**src/hdl/jet_pkg.sv**
```systemverilog
`timescale 1ns / 1ps
// ----------------------------------------------------------------------------
// jet_pkg: shared types and constants of the julia escape time unit
// Transaction payloads, register indexes, the unit request/response structs
// and the saturating 64-bit add and subtract.
// ----------------------------------------------------------------------------
package jet_pkg;

  localparam int unsigned COUNT_WIDTH    = 16;
  localparam int unsigned DEF_FRAC_BITS  = 28;
  localparam int unsigned IN_WIDTH       = 32;
  localparam int unsigned WORD_WIDTH     = 64;
  localparam int unsigned MOD_WIDTH      = 48;
  localparam int unsigned APB_DATA_WIDTH = 32;
  localparam int unsigned APB_ADDR_WIDTH = 4;

  localparam logic [COUNT_WIDTH-1:0] LIMIT_RESET = COUNT_WIDTH'(256);
  localparam logic [MOD_WIDTH-1:0]   MOD_MAX     = '1;

  localparam logic signed [WORD_WIDTH-1:0] WORD_MAX = {1'b0, {(WORD_WIDTH-1){1'b1}}};
  localparam logic signed [WORD_WIDTH-1:0] WORD_MIN = {1'b1, {(WORD_WIDTH-1){1'b0}}};

  typedef enum logic [1:0] {
    REG_LIMIT      = 2'd0,
    REG_CONST_REAL = 2'd1,
    REG_CONST_IMAG = 2'd2
  } reg_idx_e;

  typedef struct packed {
    logic signed [IN_WIDTH-1:0] start_real;
    logic signed [IN_WIDTH-1:0] start_imag;
  } in_item_t;

  typedef struct packed {
    logic [COUNT_WIDTH-1:0] escape_count;
    logic [MOD_WIDTH-1:0]   final_modulus;
  } out_item_t;

  typedef struct packed {
    logic                         start;
    logic signed [WORD_WIDTH-1:0] op_a;
    logic signed [WORD_WIDTH-1:0] op_b;
  } mul_req_t;

  typedef struct packed {
    logic                         done;
    logic signed [WORD_WIDTH-1:0] prod;
  } mul_rsp_t;

  typedef struct packed {
    logic                  start;
    logic [WORD_WIDTH-1:0] radicand;
  } sqrt_req_t;

  typedef struct packed {
    logic                 done;
    logic [MOD_WIDTH-1:0] root;
  } sqrt_rsp_t;

  function automatic logic signed [WORD_WIDTH-1:0] sat_add(
    input logic signed [WORD_WIDTH-1:0] a,
    input logic signed [WORD_WIDTH-1:0] b
  );
    logic signed [WORD_WIDTH-1:0] sum;
    sum = a + b;
    if ((a[WORD_WIDTH-1] == b[WORD_WIDTH-1]) && (sum[WORD_WIDTH-1] != a[WORD_WIDTH-1])) begin
      return a[WORD_WIDTH-1] ? WORD_MIN : WORD_MAX;
    end
    return sum;
  endfunction

  function automatic logic signed [WORD_WIDTH-1:0] sat_sub(
    input logic signed [WORD_WIDTH-1:0] a,
    input logic signed [WORD_WIDTH-1:0] b
  );
    logic signed [WORD_WIDTH-1:0] diff;
    diff = a - b;
    if ((a[WORD_WIDTH-1] != b[WORD_WIDTH-1]) && (diff[WORD_WIDTH-1] != a[WORD_WIDTH-1])) begin
      return a[WORD_WIDTH-1] ? WORD_MIN : WORD_MAX;
    end
    return diff;
  endfunction

endpackage

```
**src/hdl/jet_mul.sv**
```systemverilog
`timescale 1ns / 1ps
// ----------------------------------------------------------------------------
// jet_mul: shared fixed point multiplier
// Signed 64 x 64 product through one 32 x 32 multiplier, four partial
// products accumulated over cycles, shifted by FRAC_BITS and saturated.
// ----------------------------------------------------------------------------
module jet_mul #(
  parameter int unsigned FRAC_BITS = jet_pkg::DEF_FRAC_BITS
) (
  input  logic              clk_i,
  input  logic              rst_ni,
  input  jet_pkg::mul_req_t req_i,
  output jet_pkg::mul_rsp_t rsp_o
);
  import jet_pkg::*;

  localparam int unsigned HALF_WIDTH = WORD_WIDTH / 2;
  localparam int unsigned PROD_WIDTH = 2 * WORD_WIDTH;

  localparam logic [2:0] PH_LL   = 3'd0;
  localparam logic [2:0] PH_LH   = 3'd1;
  localparam logic [2:0] PH_HL   = 3'd2;
  localparam logic [2:0] PH_HH   = 3'd3;
  localparam logic [2:0] PH_LAST = 3'd4;
  localparam logic [2:0] PH_FIN  = 3'd5;

  logic                         busy_q;
  logic [2:0]                   phase_q;
  logic                         done_q;
  logic                         neg_q;
  logic [WORD_WIDTH-1:0]        ma_q;
  logic [WORD_WIDTH-1:0]        mb_q;
  logic [WORD_WIDTH-1:0]        pp_q;
  logic [WORD_WIDTH-1:0]        pp_d;
  logic [PROD_WIDTH-1:0]        acc_q;
  logic [PROD_WIDTH-1:0]        acc_term;
  logic signed [WORD_WIDTH-1:0] prod_q;
  logic [HALF_WIDTH-1:0]        a_half;
  logic [HALF_WIDTH-1:0]        b_half;
  logic                         ovf;
  logic [WORD_WIDTH-1:0]        mag;
  logic signed [WORD_WIDTH-1:0] fin;

  function automatic logic [WORD_WIDTH-1:0] magnitude(input logic signed [WORD_WIDTH-1:0] v);
    return v[WORD_WIDTH-1] ? (~v + WORD_WIDTH'(1)) : v;
  endfunction

  assign a_half = phase_q[1] ? ma_q[WORD_WIDTH-1:HALF_WIDTH] : ma_q[HALF_WIDTH-1:0];
  assign b_half = phase_q[0] ? mb_q[WORD_WIDTH-1:HALF_WIDTH] : mb_q[HALF_WIDTH-1:0];
  assign pp_d   = a_half * b_half;

  always_comb begin
    unique case (phase_q)
      PH_LH:         acc_term = {{WORD_WIDTH{1'b0}}, pp_q};
      PH_HL, PH_HH:  acc_term = {{HALF_WIDTH{1'b0}}, pp_q, {HALF_WIDTH{1'b0}}};
      PH_LAST:       acc_term = {pp_q, {WORD_WIDTH{1'b0}}};
      default:       acc_term = '0;
    endcase
  end

  always_comb begin
    ovf = |acc_q[PROD_WIDTH-1:WORD_WIDTH+FRAC_BITS];
    mag = acc_q[FRAC_BITS +: WORD_WIDTH];
    if (ovf) begin
      fin = neg_q ? WORD_MIN : WORD_MAX;
    end else if (neg_q) begin
      fin = mag[WORD_WIDTH-1] ? WORD_MIN : $signed(~mag + WORD_WIDTH'(1));
    end else begin
      fin = mag[WORD_WIDTH-1] ? WORD_MAX : $signed(mag);
    end
  end

  always_ff @(posedge clk_i or negedge rst_ni) begin
    if (!rst_ni) begin
      busy_q  <= 1'b0;
      phase_q <= PH_LL;
      done_q  <= 1'b0;
    end else begin
      done_q <= 1'b0;
      if (req_i.start) begin
        busy_q  <= 1'b1;
        phase_q <= PH_LL;
      end else if (busy_q) begin
        if (phase_q == PH_FIN) begin
          busy_q <= 1'b0;
          done_q <= 1'b1;
        end else begin
          phase_q <= phase_q + 3'd1;
        end
      end
    end
  end

  always_ff @(posedge clk_i) begin
    if (req_i.start) begin
      neg_q <= req_i.op_a[WORD_WIDTH-1] ^ req_i.op_b[WORD_WIDTH-1];
      ma_q  <= magnitude(req_i.op_a);
      mb_q  <= magnitude(req_i.op_b);
      acc_q <= '0;
    end else if (busy_q) begin
      pp_q  <= pp_d;
      acc_q <= acc_q + acc_term;
      if (phase_q == PH_FIN) begin
        prod_q <= fin;
      end
    end
  end

  assign rsp_o.done = done_q;
  assign rsp_o.prod = prod_q;

`ifndef SYNTH
  a_start_idle: assert property (@(posedge clk_i) disable iff (!rst_ni)
    req_i.start |-> !busy_q)
    else $error("multiplier started while busy");

  a_fin_done: assert property (@(posedge clk_i) disable iff (!rst_ni)
    (busy_q && !req_i.start && phase_q == PH_FIN) |=> (done_q && !busy_q))
    else $error("multiplier missed its done pulse");

  a_done_pulse: assert property (@(posedge clk_i) disable iff (!rst_ni)
    done_q |=> !done_q)
    else $error("multiplier done held longer than one cycle");
`endif

endmodule

```
**config.mk**
```make
export PLATFORM = sky130hd
export DESIGN_NAME = jet_mul
export DESIGN_NICKNAME = d
export VERILOG_FILES = /design/src/hdl/jet_pkg.sv /design/src/hdl/jet_mul.sv
export SDC_FILE = /design/constraint.sdc
export NUM_CORES = 2
export LEC_CHECK = 0
export BUFFER_PORTS_ARGS = -buffer_cell sky130_fd_sc_hd__buf_2
export CORE_AREA = 3 3 563 286
export CTS_CLUSTER_SIZE = 24
export DETAILED_ROUTE_END_ITERATION = 7
export DIE_AREA = 0 0 566 289
export GPL_ROUTABILITY_DRIVEN = 0
export MAX_ROUTING_LAYER = met4
export PLACE_DENSITY_LB_ADDON = 0.2
export SLEW_MARGIN = 5
export SYNTH_ARGS = -nofsm -noshare
export SYNTH_HDL_FRONTEND = slang
export SYNTH_SLANG_ARGS = --single-unit
```
**constraint.sdc**
```tcl
create_clock -name clk_i -period 8.9 [get_ports clk_i]
set_input_delay 0 -clock clk_i [delete_from_list [all_inputs] [get_ports clk_i]]
set_output_delay 0 -clock clk_i [all_outputs]
set_load 0.005 [all_outputs]
```
==> results.cfg <==
[status]
status = complete, no violations

[place]
place_ws_ps = -481
placed_cells_incl_taps = 9100
io_buffers = 195
hpwlAfterDp_mm = 205
placed_cell_area_um2 = 66000

[critical_path]
criticalPathCategory = flop to flop
r2r_cells = 28
endpoint_kind = flop
slowest_delay_ps = 560
critPathBufInv = 6
cp.arrival_ps = 9160
cp.required_ps = 9280
path_delay_family = adder cells
path_max_fanout = 13
cpMostUsedCell = fa_1
crit_cells = 28
critPathSlowestCell = fa_1
cp-start-kind = flop

[sta]
finalHoldViolCount = 0
fmax_ghz = 0.114
fin_crit_sh = 0.987
period_minus_slack_ps = 8780
setup_viol = 0
timing.slew.headroom = 0.152
rsz0062_at_grt = true
clock_skew_ps = 43.8
tightest_slew_ps = 1260
fin_ws_ps = 117
maxSlewViolCount = 0

[detailed_routing]
wl_per_cell_um = 26.2
vias = 53300
drt-initial-drc-count = 6901
drt-met1-wl_mm = 111
drtPass1Iterations = 6
totalWireLength_mm = 247
drt-vias-per-instance = 5.64
maxUsedRoutingLayer = met4
wl_met2_mm = 82.7
met3_length_mm = 47.7
route.detailed.drc = 0
drtAntennaViolNets = 0

[clock_network]
cts_tree = built
clk-insertion-delay-late_ps = 670
clkTransAtPathRegs_ps = 70
cts_buffers = 46
cts_max_path_buffers = 3
clkSinkCount = 390
root_buffer = clkbuf_16
htreeDepth = 2

[synthesis]
yosysTopAreaCellShare = 0.303
syn_area_per_cell_um2 = 8.85
yosysSeqAreaShare = 0.175
synth_cell_type_count = 87
synth_compound_area_frac = 0.119
synth.largest_area_cell = fa_1
synth_top_flop_cell = edfxtp_1
synth-warning-count = 0
synth_top_family_by_area = adder cells
synth_edf_count = 257
synthAdderAreaFrac = 0.387
syn-num-nets = 8128
syn-cell-area_um2 = 59300
synthXorXnorAreaFrac = 0.0452
synthSimpleGateAreaFrac = 0.160
ys_async_sr_fraction = 0.0128
synth.area.mux_share = 0.0327
ys_seq_elements = 390
ys_top_cells_by_area = fa_1 (30%), edfxtp_1 (13%), ha_1 (8.4%)
synth_cells = 6702

[global_routing]
grtUsageTotal = 0.304
grt_max_degree = 66
grt_pass1_vias = 50800
antenna_found_initial = 17
grt_pass1_wl_mm = 353
grt.overflow.total = 0

[worst_hold_path]
min_path_type = primary input to flop
holdPathStages = 2

[die]
die-area_um2 = 164000
ioPinCount = 196
core_um2 = 157000
die_h_um = 289
start_util = 0.378
die_w_um = 566
std_cell_rows = 103

[cells_and_area]
area_growth_pct = 19.2
final_layout_size_suffix_gt1_frac = 0.132
regArea_um2 = 10400
nets = 8719
multiInputGateArea_um2 = 44900
layout.cells.non_filler = 9442
design_area_um2 = 70700
fill_cells = 15200

[flow_run]
max-cap-violations = 0
-- layer usage --
| metal | vias up | global-route usage |
|---|---|---|
| met5 | - | - |
| met4 | 0 | 0.0559 |
| met3 | 307 | 0.189 |
| met2 | 3386 | 0.338 |
| met1 | 26400 | 0.443 |
| li1 | 23200 | - |
-- synthesized netlist by cell type (62+ instances only) --
cell        n
ha_1      398
nand4_1    91
mux2_2     62
inv_1     933
nor3_1     80
xnor2_1   233
a22o_1     68
nor2_1    837
nand2_1   751
o21ai_0   263
edfxtp_1  257
dfxtp_1   128
xor2_1     73
clkbuf_1  318
a21oi_1   299
a21o_1    105
fa_1      897
mux2i_1   124
-- worst register-to-register path, delay by kind of cell, from the launching register on --
kind,cells,cell delay (ps)
compound gates,8,1810
xor+xnor,1,110
buf+inv,6,1010
fa+ha+maj,9,4090
mux,1,480
simple gates,3,440
flops,1,540
-- cell usage in the layout, fill, tap and decap left out, types with 194 or more instances in the layout --
| cell type | count |
|---|---|
| ha_1 | 391 |
| edfxtp_1 | 257 |
| xnor2_1 | 233 |
| fa_1 | 889 |
| a21oi_1 | 286 |
| dlygate4sd3_1 | 215 |
| o21ai_0 | 253 |
| buf_4 | 388 |
| nand2_1 | 748 |
| inv_1 | 932 |
| buf_2 | 194 |
| nor2_1 | 830 |
-- area by class of cell --
cell class,count,share of cell area
Inverter,933,0.0495
Clock inverter,31,0.00460
Antenna cell,13,0.000460
Sequential cell,390,0.147
Multi-Input combinational cell,5036,0.635
Timing Repair Buffer,886,0.109
Tap cell,2100,0.0372
Clock buffer,53,0.0171
-- registers in the layout, summed over array words and instances, names as in the netlist --
name	cells
acc_q	128
phase_q	3
done_q	1
pp_q	64
prod_q	64
ma_q	64
busy_q	1
mb_q	64
neg_q	1
-- per-stage QoR --
| stage | setup TNS [ps] | utilization | hold slack (ps) |
|---|---|---|---|
| 2_1_floorplan | 0 | - | -296 |
| 3_3_place_gp | -1720 | 0.421 | -44.4 |
| 3_5_place_dp | -2640 | 0.421 | -53.2 |
| 4_1_cts | 0 | 0.445 | 68.1 |
| 5_1_grt | -248 | 0.451 | 105 |
| 6_report | 0 | 0.451 | 122 |
-- worst paths after layout --
check | slack, ps | startpoint | end
max reg2reg | 120 | phase_q[0]$_DFFE_PN0P_ | pp_q[61]$_DFFE_PP_
max in group asynchronous | 7650 | rst_ni | busy_q$_DFF_PN0_
min | 120 | req_i[64] | ma_q[0]$_DFFE_PP_
max | 120 | phase_q[0]$_DFFE_PN0P_ | pp_q[61]$_DFFE_PP_
min reg2reg | 480 | acc_q[105]$_SDFFE_PP0P_ | acc_q[105]$_SDFFE_PP0P_
min in group asynchronous | 610 | rst_ni | phase_q[2]$_DFFE_PN0P_
-- cell families (layout without fill, tap and decap cells) --
logic type      after synthesis  in the layout
mux                         186            186
compound gates             1093           1093
buf+inv                    1276           1903
fa+ha+maj                  1295           1295
simple gates               2156           2156
other cells                   0             13
xor+xnor                    306            306
flops                       390            390
-- what timing repair did --
action | in CTS | in global routing
cloned | 0 | 6
endpoints found under the hold margin | 171 | 0
endpoints found under the setup margin | 12 | 22
hold buffers | 215 | 0
setup buffers | 4 | 20
resized for setup | 3 | 114
pin swaps | 0 | 26
Power is not shown: default switching activity piles up to over one toggle a cycle in this logic, so the estimate is an artifact.
