**src/hdl/jet_pkg.sv**
```systemverilog
`timescale 1ns / 1ps
// ----------------------------------------------------------------------------
// jet_pkg: shared types and constants of the julia escape time unit
// Transaction payloads, register indexes, the unit request/response structs
// and the saturating 64-bit add and subtract.
// ----------------------------------------------------------------------------
package jet_pkg;

  localparam int unsigned COUNT_WIDTH    = 16;
  localparam int unsigned DEF_FRAC_BITS  = 28;
  localparam int unsigned IN_WIDTH       = 32;
  localparam int unsigned WORD_WIDTH     = 64;
  localparam int unsigned MOD_WIDTH      = 48;
  localparam int unsigned APB_DATA_WIDTH = 32;
  localparam int unsigned APB_ADDR_WIDTH = 4;

  localparam logic [COUNT_WIDTH-1:0] LIMIT_RESET = COUNT_WIDTH'(256);
  localparam logic [MOD_WIDTH-1:0]   MOD_MAX     = '1;

  localparam logic signed [WORD_WIDTH-1:0] WORD_MAX = {1'b0, {(WORD_WIDTH-1){1'b1}}};
  localparam logic signed [WORD_WIDTH-1:0] WORD_MIN = {1'b1, {(WORD_WIDTH-1){1'b0}}};

  typedef enum logic [1:0] {
    REG_LIMIT      = 2'd0,
    REG_CONST_REAL = 2'd1,
    REG_CONST_IMAG = 2'd2
  } reg_idx_e;

  typedef struct packed {
    logic signed [IN_WIDTH-1:0] start_real;
    logic signed [IN_WIDTH-1:0] start_imag;
  } in_item_t;

  typedef struct packed {
    logic [COUNT_WIDTH-1:0] escape_count;
    logic [MOD_WIDTH-1:0]   final_modulus;
  } out_item_t;

  typedef struct packed {
    logic                         start;
    logic signed [WORD_WIDTH-1:0] op_a;
    logic signed [WORD_WIDTH-1:0] op_b;
  } mul_req_t;

  typedef struct packed {
    logic                         done;
    logic signed [WORD_WIDTH-1:0] prod;
  } mul_rsp_t;

  typedef struct packed {
    logic                  start;
    logic [WORD_WIDTH-1:0] radicand;
  } sqrt_req_t;

  typedef struct packed {
    logic                 done;
    logic [MOD_WIDTH-1:0] root;
  } sqrt_rsp_t;

  function automatic logic signed [WORD_WIDTH-1:0] sat_add(
    input logic signed [WORD_WIDTH-1:0] a,
    input logic signed [WORD_WIDTH-1:0] b
  );
    logic signed [WORD_WIDTH-1:0] sum;
    sum = a + b;
    if ((a[WORD_WIDTH-1] == b[WORD_WIDTH-1]) && (sum[WORD_WIDTH-1] != a[WORD_WIDTH-1])) begin
      return a[WORD_WIDTH-1] ? WORD_MIN : WORD_MAX;
    end
    return sum;
  endfunction

  function automatic logic signed [WORD_WIDTH-1:0] sat_sub(
    input logic signed [WORD_WIDTH-1:0] a,
    input logic signed [WORD_WIDTH-1:0] b
  );
    logic signed [WORD_WIDTH-1:0] diff;
    diff = a - b;
    if ((a[WORD_WIDTH-1] != b[WORD_WIDTH-1]) && (diff[WORD_WIDTH-1] != a[WORD_WIDTH-1])) begin
      return a[WORD_WIDTH-1] ? WORD_MIN : WORD_MAX;
    end
    return diff;
  endfunction

endpackage

```
**src/hdl/jet_sqrt.sv**
```systemverilog
`timescale 1ns / 1ps
// ----------------------------------------------------------------------------
// jet_sqrt: fixed point square root
// Floor of sqrt(radicand * 2^FRAC_BITS), one root bit per cycle by the
// digit-by-digit method, saturated to the modulus field.
// ----------------------------------------------------------------------------
module jet_sqrt #(
  parameter int unsigned FRAC_BITS = jet_pkg::DEF_FRAC_BITS
) (
  input  logic               clk_i,
  input  logic               rst_ni,
  input  jet_pkg::sqrt_req_t req_i,
  output jet_pkg::sqrt_rsp_t rsp_o
);
  import jet_pkg::*;

  localparam int unsigned RAD_WIDTH  = WORD_WIDTH + FRAC_BITS;
  localparam int unsigned RAD_EVEN   = RAD_WIDTH + (RAD_WIDTH % 2);
  localparam int unsigned ROOT_WIDTH = RAD_EVEN / 2;
  localparam int unsigned REM_WIDTH  = ROOT_WIDTH + 3;
  localparam int unsigned STEP_WIDTH = $clog2(ROOT_WIDTH);
  localparam logic [STEP_WIDTH-1:0] STEP_LAST = STEP_WIDTH'(ROOT_WIDTH - 1);

  logic                  busy_q;
  logic                  done_q;
  logic [STEP_WIDTH-1:0] step_q;
  logic [RAD_EVEN-1:0]   rad_q;
  logic [RAD_EVEN-1:0]   rad_d;
  logic [REM_WIDTH-1:0]  rem_q;
  logic [REM_WIDTH-1:0]  rem_d;
  logic [REM_WIDTH-1:0]  rem_sh;
  logic [REM_WIDTH-1:0]  trial;
  logic [ROOT_WIDTH-1:0] root_q;
  logic [ROOT_WIDTH-1:0] root_d;
  logic                  fit;
  logic [MOD_WIDTH-1:0]  res_q;
  logic [MOD_WIDTH-1:0]  res_d;

  always_comb begin
    rem_sh = {rem_q[REM_WIDTH-3:0], rad_q[RAD_EVEN-1 -: 2]};
    trial  = REM_WIDTH'({root_q, 2'b01});
    fit    = (rem_sh >= trial);
    rem_d  = fit ? (rem_sh - trial) : rem_sh;
    root_d = {root_q[ROOT_WIDTH-2:0], fit};
    rad_d  = {rad_q[RAD_EVEN-3:0], 2'b00};
    if (WORD_WIDTH'(root_d) > WORD_WIDTH'(MOD_MAX)) begin
      res_d = MOD_MAX;
    end else begin
      res_d = MOD_WIDTH'(root_d);
    end
  end

  always_ff @(posedge clk_i or negedge rst_ni) begin
    if (!rst_ni) begin
      busy_q <= 1'b0;
      done_q <= 1'b0;
      step_q <= '0;
    end else begin
      done_q <= 1'b0;
      if (req_i.start) begin
        busy_q <= 1'b1;
        step_q <= '0;
      end else if (busy_q) begin
        step_q <= step_q + STEP_WIDTH'(1);
        if (step_q == STEP_LAST) begin
          busy_q <= 1'b0;
          done_q <= 1'b1;
        end
      end
    end
  end

  always_ff @(posedge clk_i) begin
    if (req_i.start) begin
      rad_q  <= RAD_EVEN'({req_i.radicand, {FRAC_BITS{1'b0}}});
      rem_q  <= '0;
      root_q <= '0;
    end else if (busy_q) begin
      rad_q  <= rad_d;
      rem_q  <= rem_d;
      root_q <= root_d;
      if (step_q == STEP_LAST) begin
        res_q <= res_d;
      end
    end
  end

  assign rsp_o.done = done_q;
  assign rsp_o.root = res_q;

`ifndef SYNTH
  a_start_idle: assert property (@(posedge clk_i) disable iff (!rst_ni)
    req_i.start |-> !busy_q)
    else $error("square root started while busy");

  a_last_done: assert property (@(posedge clk_i) disable iff (!rst_ni)
    (busy_q && !req_i.start && step_q == STEP_LAST) |=> (done_q && !busy_q))
    else $error("square root missed its done pulse");

  a_done_pulse: assert property (@(posedge clk_i) disable iff (!rst_ni)
    done_q |=> !done_q)
    else $error("square root done held longer than one cycle");
`endif

endmodule

```
**config.mk**
```make
export PLATFORM = sky130hd
export DESIGN_NAME = jet_sqrt
export DESIGN_NICKNAME = d
export VERILOG_FILES = /design/src/hdl/jet_pkg.sv /design/src/hdl/jet_sqrt.sv
export SDC_FILE = /design/constraint.sdc
export NUM_CORES = 1
export LEC_CHECK = 0
export BUFFER_PORTS_ARGS = -buffer_cell sky130_fd_sc_hd__buf_2
export CORE_ASPECT_RATIO = 1.75
export CORE_UTILIZATION = 54
export DETAILED_ROUTE_END_ITERATION = 6
export PLACE_DENSITY = 0.87
export SLEW_MARGIN = 30
export SYNTH_ARGS = -nofsm -noshare
export SYNTH_HDL_FRONTEND = slang
export SYNTH_SLANG_ARGS = --single-unit
```
**constraint.sdc**
```tcl
create_clock -name clk_i -period 2.6 [get_ports clk_i]
set_input_delay 0.26 -clock clk_i [delete_from_list [all_inputs] [get_ports clk_i]]
set_output_delay 0.26 -clock clk_i [all_outputs]
set_load 0.05 [all_outputs]
```
==> results.cfg, run 1 <==
[critical_path]
worstPathArrival_ns = 3.49
rrSetupSlack_ns = -0.51
critPathMostFrequentCell = nand2_1
crit_path_end_kind = flop
cpPeakStageDelay_ns = 0.40
slowest_stage = nor3_4
critPathRequiredTime_ns = 2.98
path_delay_family = simple AND/OR/NAND/NOR gates
crit_buf_inv = 4
start_kind = flop
crit_type = reg -> reg
cp_max_fo = 8
crit_chain = inv_1, ha_4, nand2_1, nor3_4, nand2_1, o22a_4, a21oi_4, nor3_4, inv_2, buf_6, buf_12, nand2_1, a311oi_1

[placement]
port_buffers = 113
hpwl_um = 21600
postPlaceCellArea_um2 = 13800
place.gp.congestion = 0.964
dpl_worst_slack_ns = -0.265
dp.cells = 1666

[grt]
use_met3_pct = 5.04
overflow = 0
grt_first_pass_wirelength_um = 51300
gr-max-usage-layer = met2
grt_max_degree = 106
grtUsageTotal_pct = 29.3
grtUsageMet2_pct = 53.8
grt_pass1_vias = 10800
antenna_found_initial = 0
grtUsageMet1_pct = 29.5

[cts]
cts_root_buf = clkbuf_16
clockBufferDepth = 3
cts_buffers = 20
cts.sinks = 211
clk_pin_slew_worst_paths_ns = 0.07
htreeDepth = 1
cts_tree = built
insertion_delay_ns = 0.52

[layout]
multi_input_area_um2 = 6440
stdcell_count = 1734
fillerInstances = 1106
area_delta_synth_final_pct = 40.2
fin_area_um2 = 15800
n_antenna_cell = 0
fin_nets = 1589
layout-drive-gt1-share_pct = 45.2
seq_area_um2 = 5390

[logic_synthesis]
synth-seq-cells = 211
synth_cell_types = 76
ys_seq_area_share_pct = 47.5
synth_top_area_cell = edfxtp_1
synth_ff_type = edfxtp_1
syn_avg_cell_area_um2 = 9.96
synth_edf_count = 110
ys_warn_count = 0
postSynth.asyncResetShare_pct = 3.79
synthCells = 1134
synth.most_common_cell = nand2_1
ys_top_cells_by_count = nand2_1, nor2_1, edfxtp_1, dfxtp_1
synth_top_area_share_pct = 29.2
synthTopCellsByArea = edfxtp_1, dfxtp_1, mux2_2
syn_area_um2 = 11300

[route]
wirelength_um = 38000
wl_per_cell_um = 21.9
first_iter_violations = 1179
dr.pass1.iters = 7
vias = 11200
ant_nets = 0
viasPerCell = 6.44
drc = 14

[run_status]
violations = DRC, setup timing
outcome = complete, but fails checks

[floorplan]
rows = 69
fp.dieW_um = 111
io_pins = 116
dieArea_um2 = 21500
coreArea_um2 = 20400
die_h_um = 193
start_util_pct = 55.4

[timing]
rsz0062_at_grt = yes
fin_tns_setup_ns = -14.18
setup_viol = 48
fmax_mhz = 322
hold_viol = 0
max_slew_margin_pct = 39.0
period_needed_ns = 3.11
slew_violations = 0
hold-worst-slack_ns = 0.0281
finalClockSkew_ns = 0.0207
setup_ws_ns = -0.510
tightest_slew_ns = 0.908
period_share_pct = 120

[worst_hold_path]
hp-class = in -> reg

[power]
p_per_area_nw_per_um2 = 1260
leakage_nw = 6.89
peakVddDrop_uv = 781

[job]
cap_violations = 0
## state kept, by name, indices dropped and copies added (netlist names)
register  cells
busy_q        1
done_q        1
rad_q        64
rem_q        47
res_q        46
root_q       46
step_q        6
## per-layer routing
layer / vias up / wire [um]
li1: 4779 / -
met1: 5244 / 12800
met2: 808 / 18700
met3: 328 / 3230
met4: 0 / 3270
met5: - / 0
## through the flow
stage	utilization [%]	power, mW
after floorplan	-	9.49
after global placement	67.9	12.9
after detailed placement	67.9	13.1
after CTS	74.7	17.4
after global routing	77.7	20.7
final	77.7	20.0
## path summary, 6_finish.rpt
path	from	end	cells past startpoint
worst min register to register	rem_q[24]$_SDFFE_PP0P_	rem_q[24]$_SDFFE_PP0P_	2
worst max register to register	root_q[17]$_SDFFE_PP0P_	rem_q[6]$_SDFFE_PP0P_	13
min in group asynchronous	rst_ni	step_q[4]$_DFFE_PN0P_	2
worst min-delay path	req_i[1]	rad_q[29]$_SDFFCE_PN0P_	2
max in group asynchronous	rst_ni	busy_q$_DFF_PN0_	2
worst max-delay path	root_q[17]$_SDFFE_PP0P_	rem_q[6]$_SDFFE_PP0P_	13
## worst register-to-register path, cell delays in order (launching register included)
cell      delay [ns]
dfxtp_1         0.35
inv_1           0.08
ha_4            0.33
nand2_1         0.20
nor3_4          0.41
nand2_1         0.15
o22a_4          0.29
a21oi_4         0.20
nor3_4          0.09
inv_2           0.15
buf_6           0.15
buf_12          0.14
nand2_1         0.07
a311oi_1        0.38
## report_power, final
group	internal [mW]	switching, mW
registers	3.91	0.314
logic	6.08	6.76
clock network	1.63	1.30
## cells by family (layout without fill, tap and decap cells)
family          count (synthesis)  in the layout  synth area share (%)
simple gates                  354            354                  14.3
compound gates                236            236                  14.7
flops                         211            211                  47.5
buf+inv                       138            489                  4.84
mux                           109            109                  10.3
fa+ha+maj                      50             50                  5.54
xor+xnor                       35             35                  2.71
other cells                     1              2                0.0332
## final cells by class
class | count | share of cell area [%]
Clock inverter | 7 | 0.490
Inverter | 65 | 1.54
Timing Repair Buffer | 388 | 17.7
Multi-Input combinational cell | 786 | 40.7
Clock buffer | 29 | 3.57
Tap cell | 248 | 1.96
Sequential cell | 211 | 34.0
## cell usage in the layout, fill, tap and decap left out, types with 9 or more instances in the layout
cell type	n
a21o_1	17
a21oi_1	33
a21oi_2	27
a311oi_1	27
buf_2	112
buf_4	255
buf_6	10
clkbuf_16	22
dfxtp_1	75
dfxtp_2	18
edfxtp_1	110
ha_1	15
ha_4	31
inv_1	55
inv_2	9
mux2_2	62
mux2i_1	47
nand2_1	110
nand2_2	17
nand3_1	11
nand4_1	24
nor2_1	108
nor3_1	9
o21ai_0	19
o21ai_1	9
o21ai_2	9
xnor2_1	19
xor2_1	15
## what timing repair did
action,in CTS,in global routing
cloned,1,1
hold endpoints to repair,8,0
setup endpoints to repair,46,48
pin swaps,57,54
hold buffers,1,0
resized for setup,122,101
buffers inserted,15,16
Power figures use the tool's default switching activity.
==> run 2: changes to the inputs <==
CORE_MARGIN = 2   (was default)
==> results.cfg, run 2 (synthesis gave the netlist of run 1 again) <==
[power]
leakage_nw = 7.05
p_per_area_nw_per_um2 = 1310
total_power_mw = 21.2
peakVddDrop_uv = 692

[placement]
hpwl_um = 21700
port_buffers = 113
postPlaceCellArea_um2 = 13800
dpl_worst_slack_ns = -0.247
place.gp.congestion = 0.965
dp.cells = 1667

[layout]
area_delta_synth_final_pct = 43.3
largest_reg_flops = 64
fin_util_pct = 78.0
fin_area_um2 = 16200
final_common_cell = buf_4
layout-drive-gt1-share_pct = 47.1
final_cell_mix = buf_4, buf_2, edfxtp_1
n_antenna_cell = 0
fin_nets = 1595
largest-register = rad_q
reg_top3 = rad_q: 64 flops, rem_q: 47 flops
stdcell_count = 1744

[timing]
hold-worst-slack_ns = 0.0196
period_needed_ns = 3.01
finalClockSkew_ns = 0.0202
fin_tns_setup_ns = -10.99
hold_viol = 0
setup_ws_ns = -0.407
slew_violations = 0
setup_viol = 49
rsz0062_at_grt = yes
tightest_slew_ns = 0.728
fmax_mhz = 333
max_slew_margin_pct = 51.5
period_share_pct = 116

[critical_path]
endpoint = rem_q[22]$_SDFFE_PP0P_
crit_chain = inv_1, ha_4, nand4_1, nor3_4, o211ai_1, buf_4, a311oi_2, buf_4, buf_4, nor2_1, xnor2_1, nand2_1, a311oi_1
path_depth = 13
critPathLaunch = root_q[13]$_SDFFE_PP0P_
cp_max_fo = 4
slowest_stage = dfxtp_1
rr_startpoint = root_q[13]$_SDFFE_PP0P_
critPathMostFrequentCell = buf_4
crit_path_end_kind = flop
crit_type = reg -> reg
cpPeakStageDelay_ns = 0.35
rr_endpoint = rem_q[22]$_SDFFE_PP0P_
start_kind = flop
path_delay_family = compound AO/OA/AOI/OAI gates
rrSetupSlack_ns = -0.41
worstPathArrival_ns = 3.42
crit_buf_inv = 4
critPathRequiredTime_ns = 3.01
r2r_cells = 13

[floorplan]
coreArea_um2 = 20800
dieArea_um2 = 22100
rows = 70
start_util_pct = 54.4
die_h_um = 195
fp.dieW_um = 113
io_pins = 116

[route]
vias = 11400
wirelength_um = 40500
first_iter_violations = 1416
wl_per_cell_um = 23.2
drc = 17
dr.pass1.iters = 7
ant_nets = 0
viasPerCell = 6.53

[run_status]
violations = DRC, setup timing
outcome = complete, but fails checks

[cts]
cts_buffers = 20
cts_root_buf = clkbuf_16
cts_tree = built
clk_pin_slew_worst_paths_ns = 0.07
cts.sinks = 211
clockBufferDepth = 3
insertion_delay_ns = 0.53
htreeDepth = 1

[grt]
grt_first_pass_wirelength_um = 52100
overflow = 0
grtUsageTotal_pct = 28.9
grt_pass1_vias = 10900
grt_max_degree = 88
antenna_found_initial = 0

[job]
cap_violations = 0

[worst_hold_path]
hp-class = in -> reg
-- run 2: cell types whose count changed in the layout (fill, tap and decap cells not counted), sizes merged --
cell | before | now
buf | 386 | 387
bufinv | 1 | 4
clkbuf | 30 | 29
clkinv | 4 | 8
inv | 65 | 64
-- run 2: worst min path at each step --
stage / slack (ns) / end / depth (start not counted) / from
global route: 0.03 / rad_q[29]$_SDFFCE_PN0P_ / 2 / req_i[1]
floorplan: -0.04 / busy_q$_DFF_PN0_ / 0 / rst_ni
finish: 0.02 / rad_q[29]$_SDFFCE_PN0P_ / 2 / req_i[1]
detailed placement: 0.12 / step_q[1]$_DFFE_PN0P_ / 1 / rst_ni
global placement: 0.11 / done_q$_DFF_PN0_ / 1 / rst_ni
CTS: 0.02 / rad_q[29]$_SDFFCE_PN0P_ / 2 / req_i[1]
-- run 2: timing repair --
action | in CTS | in global routing
endpoints found under the setup margin | 47 | 48
endpoints found under the hold margin | 8 | 0
resized for setup | 100 | 161
gates cloned | 0 | 6
pin swaps | 40 | 74
buffers inserted | 14 | 20
hold buffers | 1 | 0
-- run 2: metal layers --
metal / share of wire [%] / wire [um] / track usage [%]
met1: 34 / 13600 / 30.2
met2: 48 / 19600 / 52.8
met3: 9.1 / 3710 / 4.69
met4: 8.9 / 3590 / 18.5
met5: 0 / 0 / 0
-- run 2: layout make-up --
| class | count | area [um^2] |
|---|---|---|
| Sequential cell | 211 | 5400 |
| Inverter | 65 | 246 |
| Clock inverter | 13 | 178 |
| Timing Repair Buffer | 394 | 2940 |
| Clock buffer | 23 | 512 |
| Tap cell | 252 | 315 |
| Fill cell | 1077 | 4560 |
| Multi-Input combinational cell | 786 | 6610 |
-- run 2: report_power, final --
part	total (mW)	switching, mW	internal, mW
registers	4.25	0.329	3.92
clock network	3.17	1.35	1.82
logic	13.8	7.25	6.55
total	21.2	8.93	12.3
==> run 3: changes to the inputs <==
ABC_CLOCK_PERIOD_IN_PS = 2600   (was default)
RECOVER_POWER = 50   (was default)
==> results.cfg, run 3 (synthesis gave the netlist of run 1 again) <==
[timing]
period_needed_ns = 3.01
fmax_mhz = 332
rsz0062_at_grt = yes
setup_viol = 49
finalClockSkew_ns = 0.0182
tightest_slew_ns = 0.748
hold_viol = 0
hold-worst-slack_ns = 0.0234
max_slew_margin_pct = 50.1
fin_tns_setup_ns = -10.57
slew_violations = 0
setup_ws_ns = -0.413
period_share_pct = 116

[layout]
final_cell_mix = buf_4, buf_2, edfxtp_1
final_common_cell = buf_4
area_delta_synth_final_pct = 42.5
n_antenna_cell = 0
fin_area_um2 = 16100
reg_top3 = rad_q: 64 flops, rem_q: 47 flops
fin_nets = 1595
largest_reg_flops = 64
largest-register = rad_q
layout-drive-gt1-share_pct = 44.7
fin_util_pct = 77.6

[critical_path]
critPathMostFrequentCell = a21oi_4
crit_chain = inv_2, ha_4, a21oi_4, a221o_1, or2_4, o22a_4, buf_12, a21oi_4, nor4_1, or4_4, a311oi_2
endpoint = rem_q[41]$_SDFFE_PP0P_
slowest_stage = or4_4
path_depth = 11
crit_type = reg -> reg
cpPeakStageDelay_ns = 0.49
critPathLaunch = root_q[4]$_SDFFE_PP0P_
cp_max_fo = 7
rr_startpoint = root_q[4]$_SDFFE_PP0P_
critPathRequiredTime_ns = 3.02
worstPathArrival_ns = 3.43
crit_path_end_kind = flop
rrSetupSlack_ns = -0.41
path_delay_family = compound AO/OA/AOI/OAI gates
start_kind = flop
r2r_cells = 11
rr_endpoint = rem_q[41]$_SDFFE_PP0P_
crit_buf_inv = 2

[grt]
antenna_found_initial = 0
grt_first_pass_wirelength_um = 52100
overflow = 0
grt_max_degree = 88
grtUsageTotal_pct = 28.9
grt_pass1_vias = 10900

[floorplan]
coreArea_um2 = 20800
io_pins = 116
start_util_pct = 54.4
rows = 70
die_h_um = 195
fp.dieW_um = 113
dieArea_um2 = 22100

[placement]
port_buffers = 113
postPlaceCellArea_um2 = 13800
dpl_worst_slack_ns = -0.247
place.gp.congestion = 0.965
hpwl_um = 21700

[run_status]
violations = DRC, setup timing
outcome = complete, but fails checks

[power]
leakage_nw = 6.96
peakVddDrop_uv = 691
p_per_area_nw_per_um2 = 1310

[route]
ant_nets = 0
vias = 11400
first_iter_violations = 1615
wl_per_cell_um = 23.2
viasPerCell = 6.55
drc = 1
dr.pass1.iters = 7
wirelength_um = 40400

[cts]
cts_root_buf = clkbuf_16
cts.sinks = 211
clockBufferDepth = 3
clk_pin_slew_worst_paths_ns = 0.07
insertion_delay_ns = 0.52
cts_tree = built
htreeDepth = 1
cts_buffers = 20

[worst_hold_path]
hp-class = in -> reg

[job]
cap_violations = 0
## run 3: cell count changes in the layout (fill, tap and decap cells not counted), sizes merged
cell    change
buf        -22
clkbuf     +22
## run 3: worst min path at each step
stage / slack, ns / start / to / depth (start not counted)
4_1_cts: 0.02 / req_i[1] / rad_q[29]$_SDFFCE_PN0P_ / 2
6_report: 0.02 / req_i[1] / rad_q[29]$_SDFFCE_PN0P_ / 2
3_5_place_dp: 0.12 / rst_ni / step_q[1]$_DFFE_PN0P_ / 1
2_1_floorplan: -0.04 / rst_ni / busy_q$_DFF_PN0_ / 0
3_3_place_gp: 0.11 / rst_ni / done_q$_DFF_PN0_ / 1
5_1_grt: 0.03 / req_i[1] / rad_q[29]$_SDFFCE_PN0P_ / 2
## run 3: where the power goes
| group | total, mW | internal (mW) | switching, mW | leakage [nW] |
|---|---|---|---|---|
| logic | 13.8 | 6.55 | 7.20 | 4.65 |
| clock network | 3.17 | 1.82 | 1.35 | 0.330 |
| registers | 4.24 | 3.92 | 0.328 | 1.98 |
## run 3: routing by layer
metal  vias to the layer above  wire length (um)  track usage [%]
li1                       4807                 -                -
met1                      5359             13500             30.2
met2                       915             19600             52.8
met3                       349              3700             4.69
met4                         0              3550             18.5
met5                         -                 0                0
## run 3: layout make-up
class,count,area [um^2]
clock buffers,23,512
clock inverters,13,178
fillers,1115,4660
inverters,65,246
multi-input cells,786,6610
flip-flops and latches,211,5390
well taps,252,315
repair buffers,394,2860
## run 3: per-stage QoR
step	instances	total power [mW]
finish	1744	21.2
global route	1744	21.8
CTS	1718	17.3
detailed placement	1667	13.2
global placement	1667	13.0
floorplan	1135	9.49
## run 3: what timing repair did
item / in CTS / in global routing
resized for setup: 100 / 161
endpoints found under the hold margin: 8 / 0
hold buffers: 1 / 0
buffers inserted: 14 / 20
cloned: 0 / 6
pin swaps: 40 / 74
setup endpoints to repair: 47 / 48
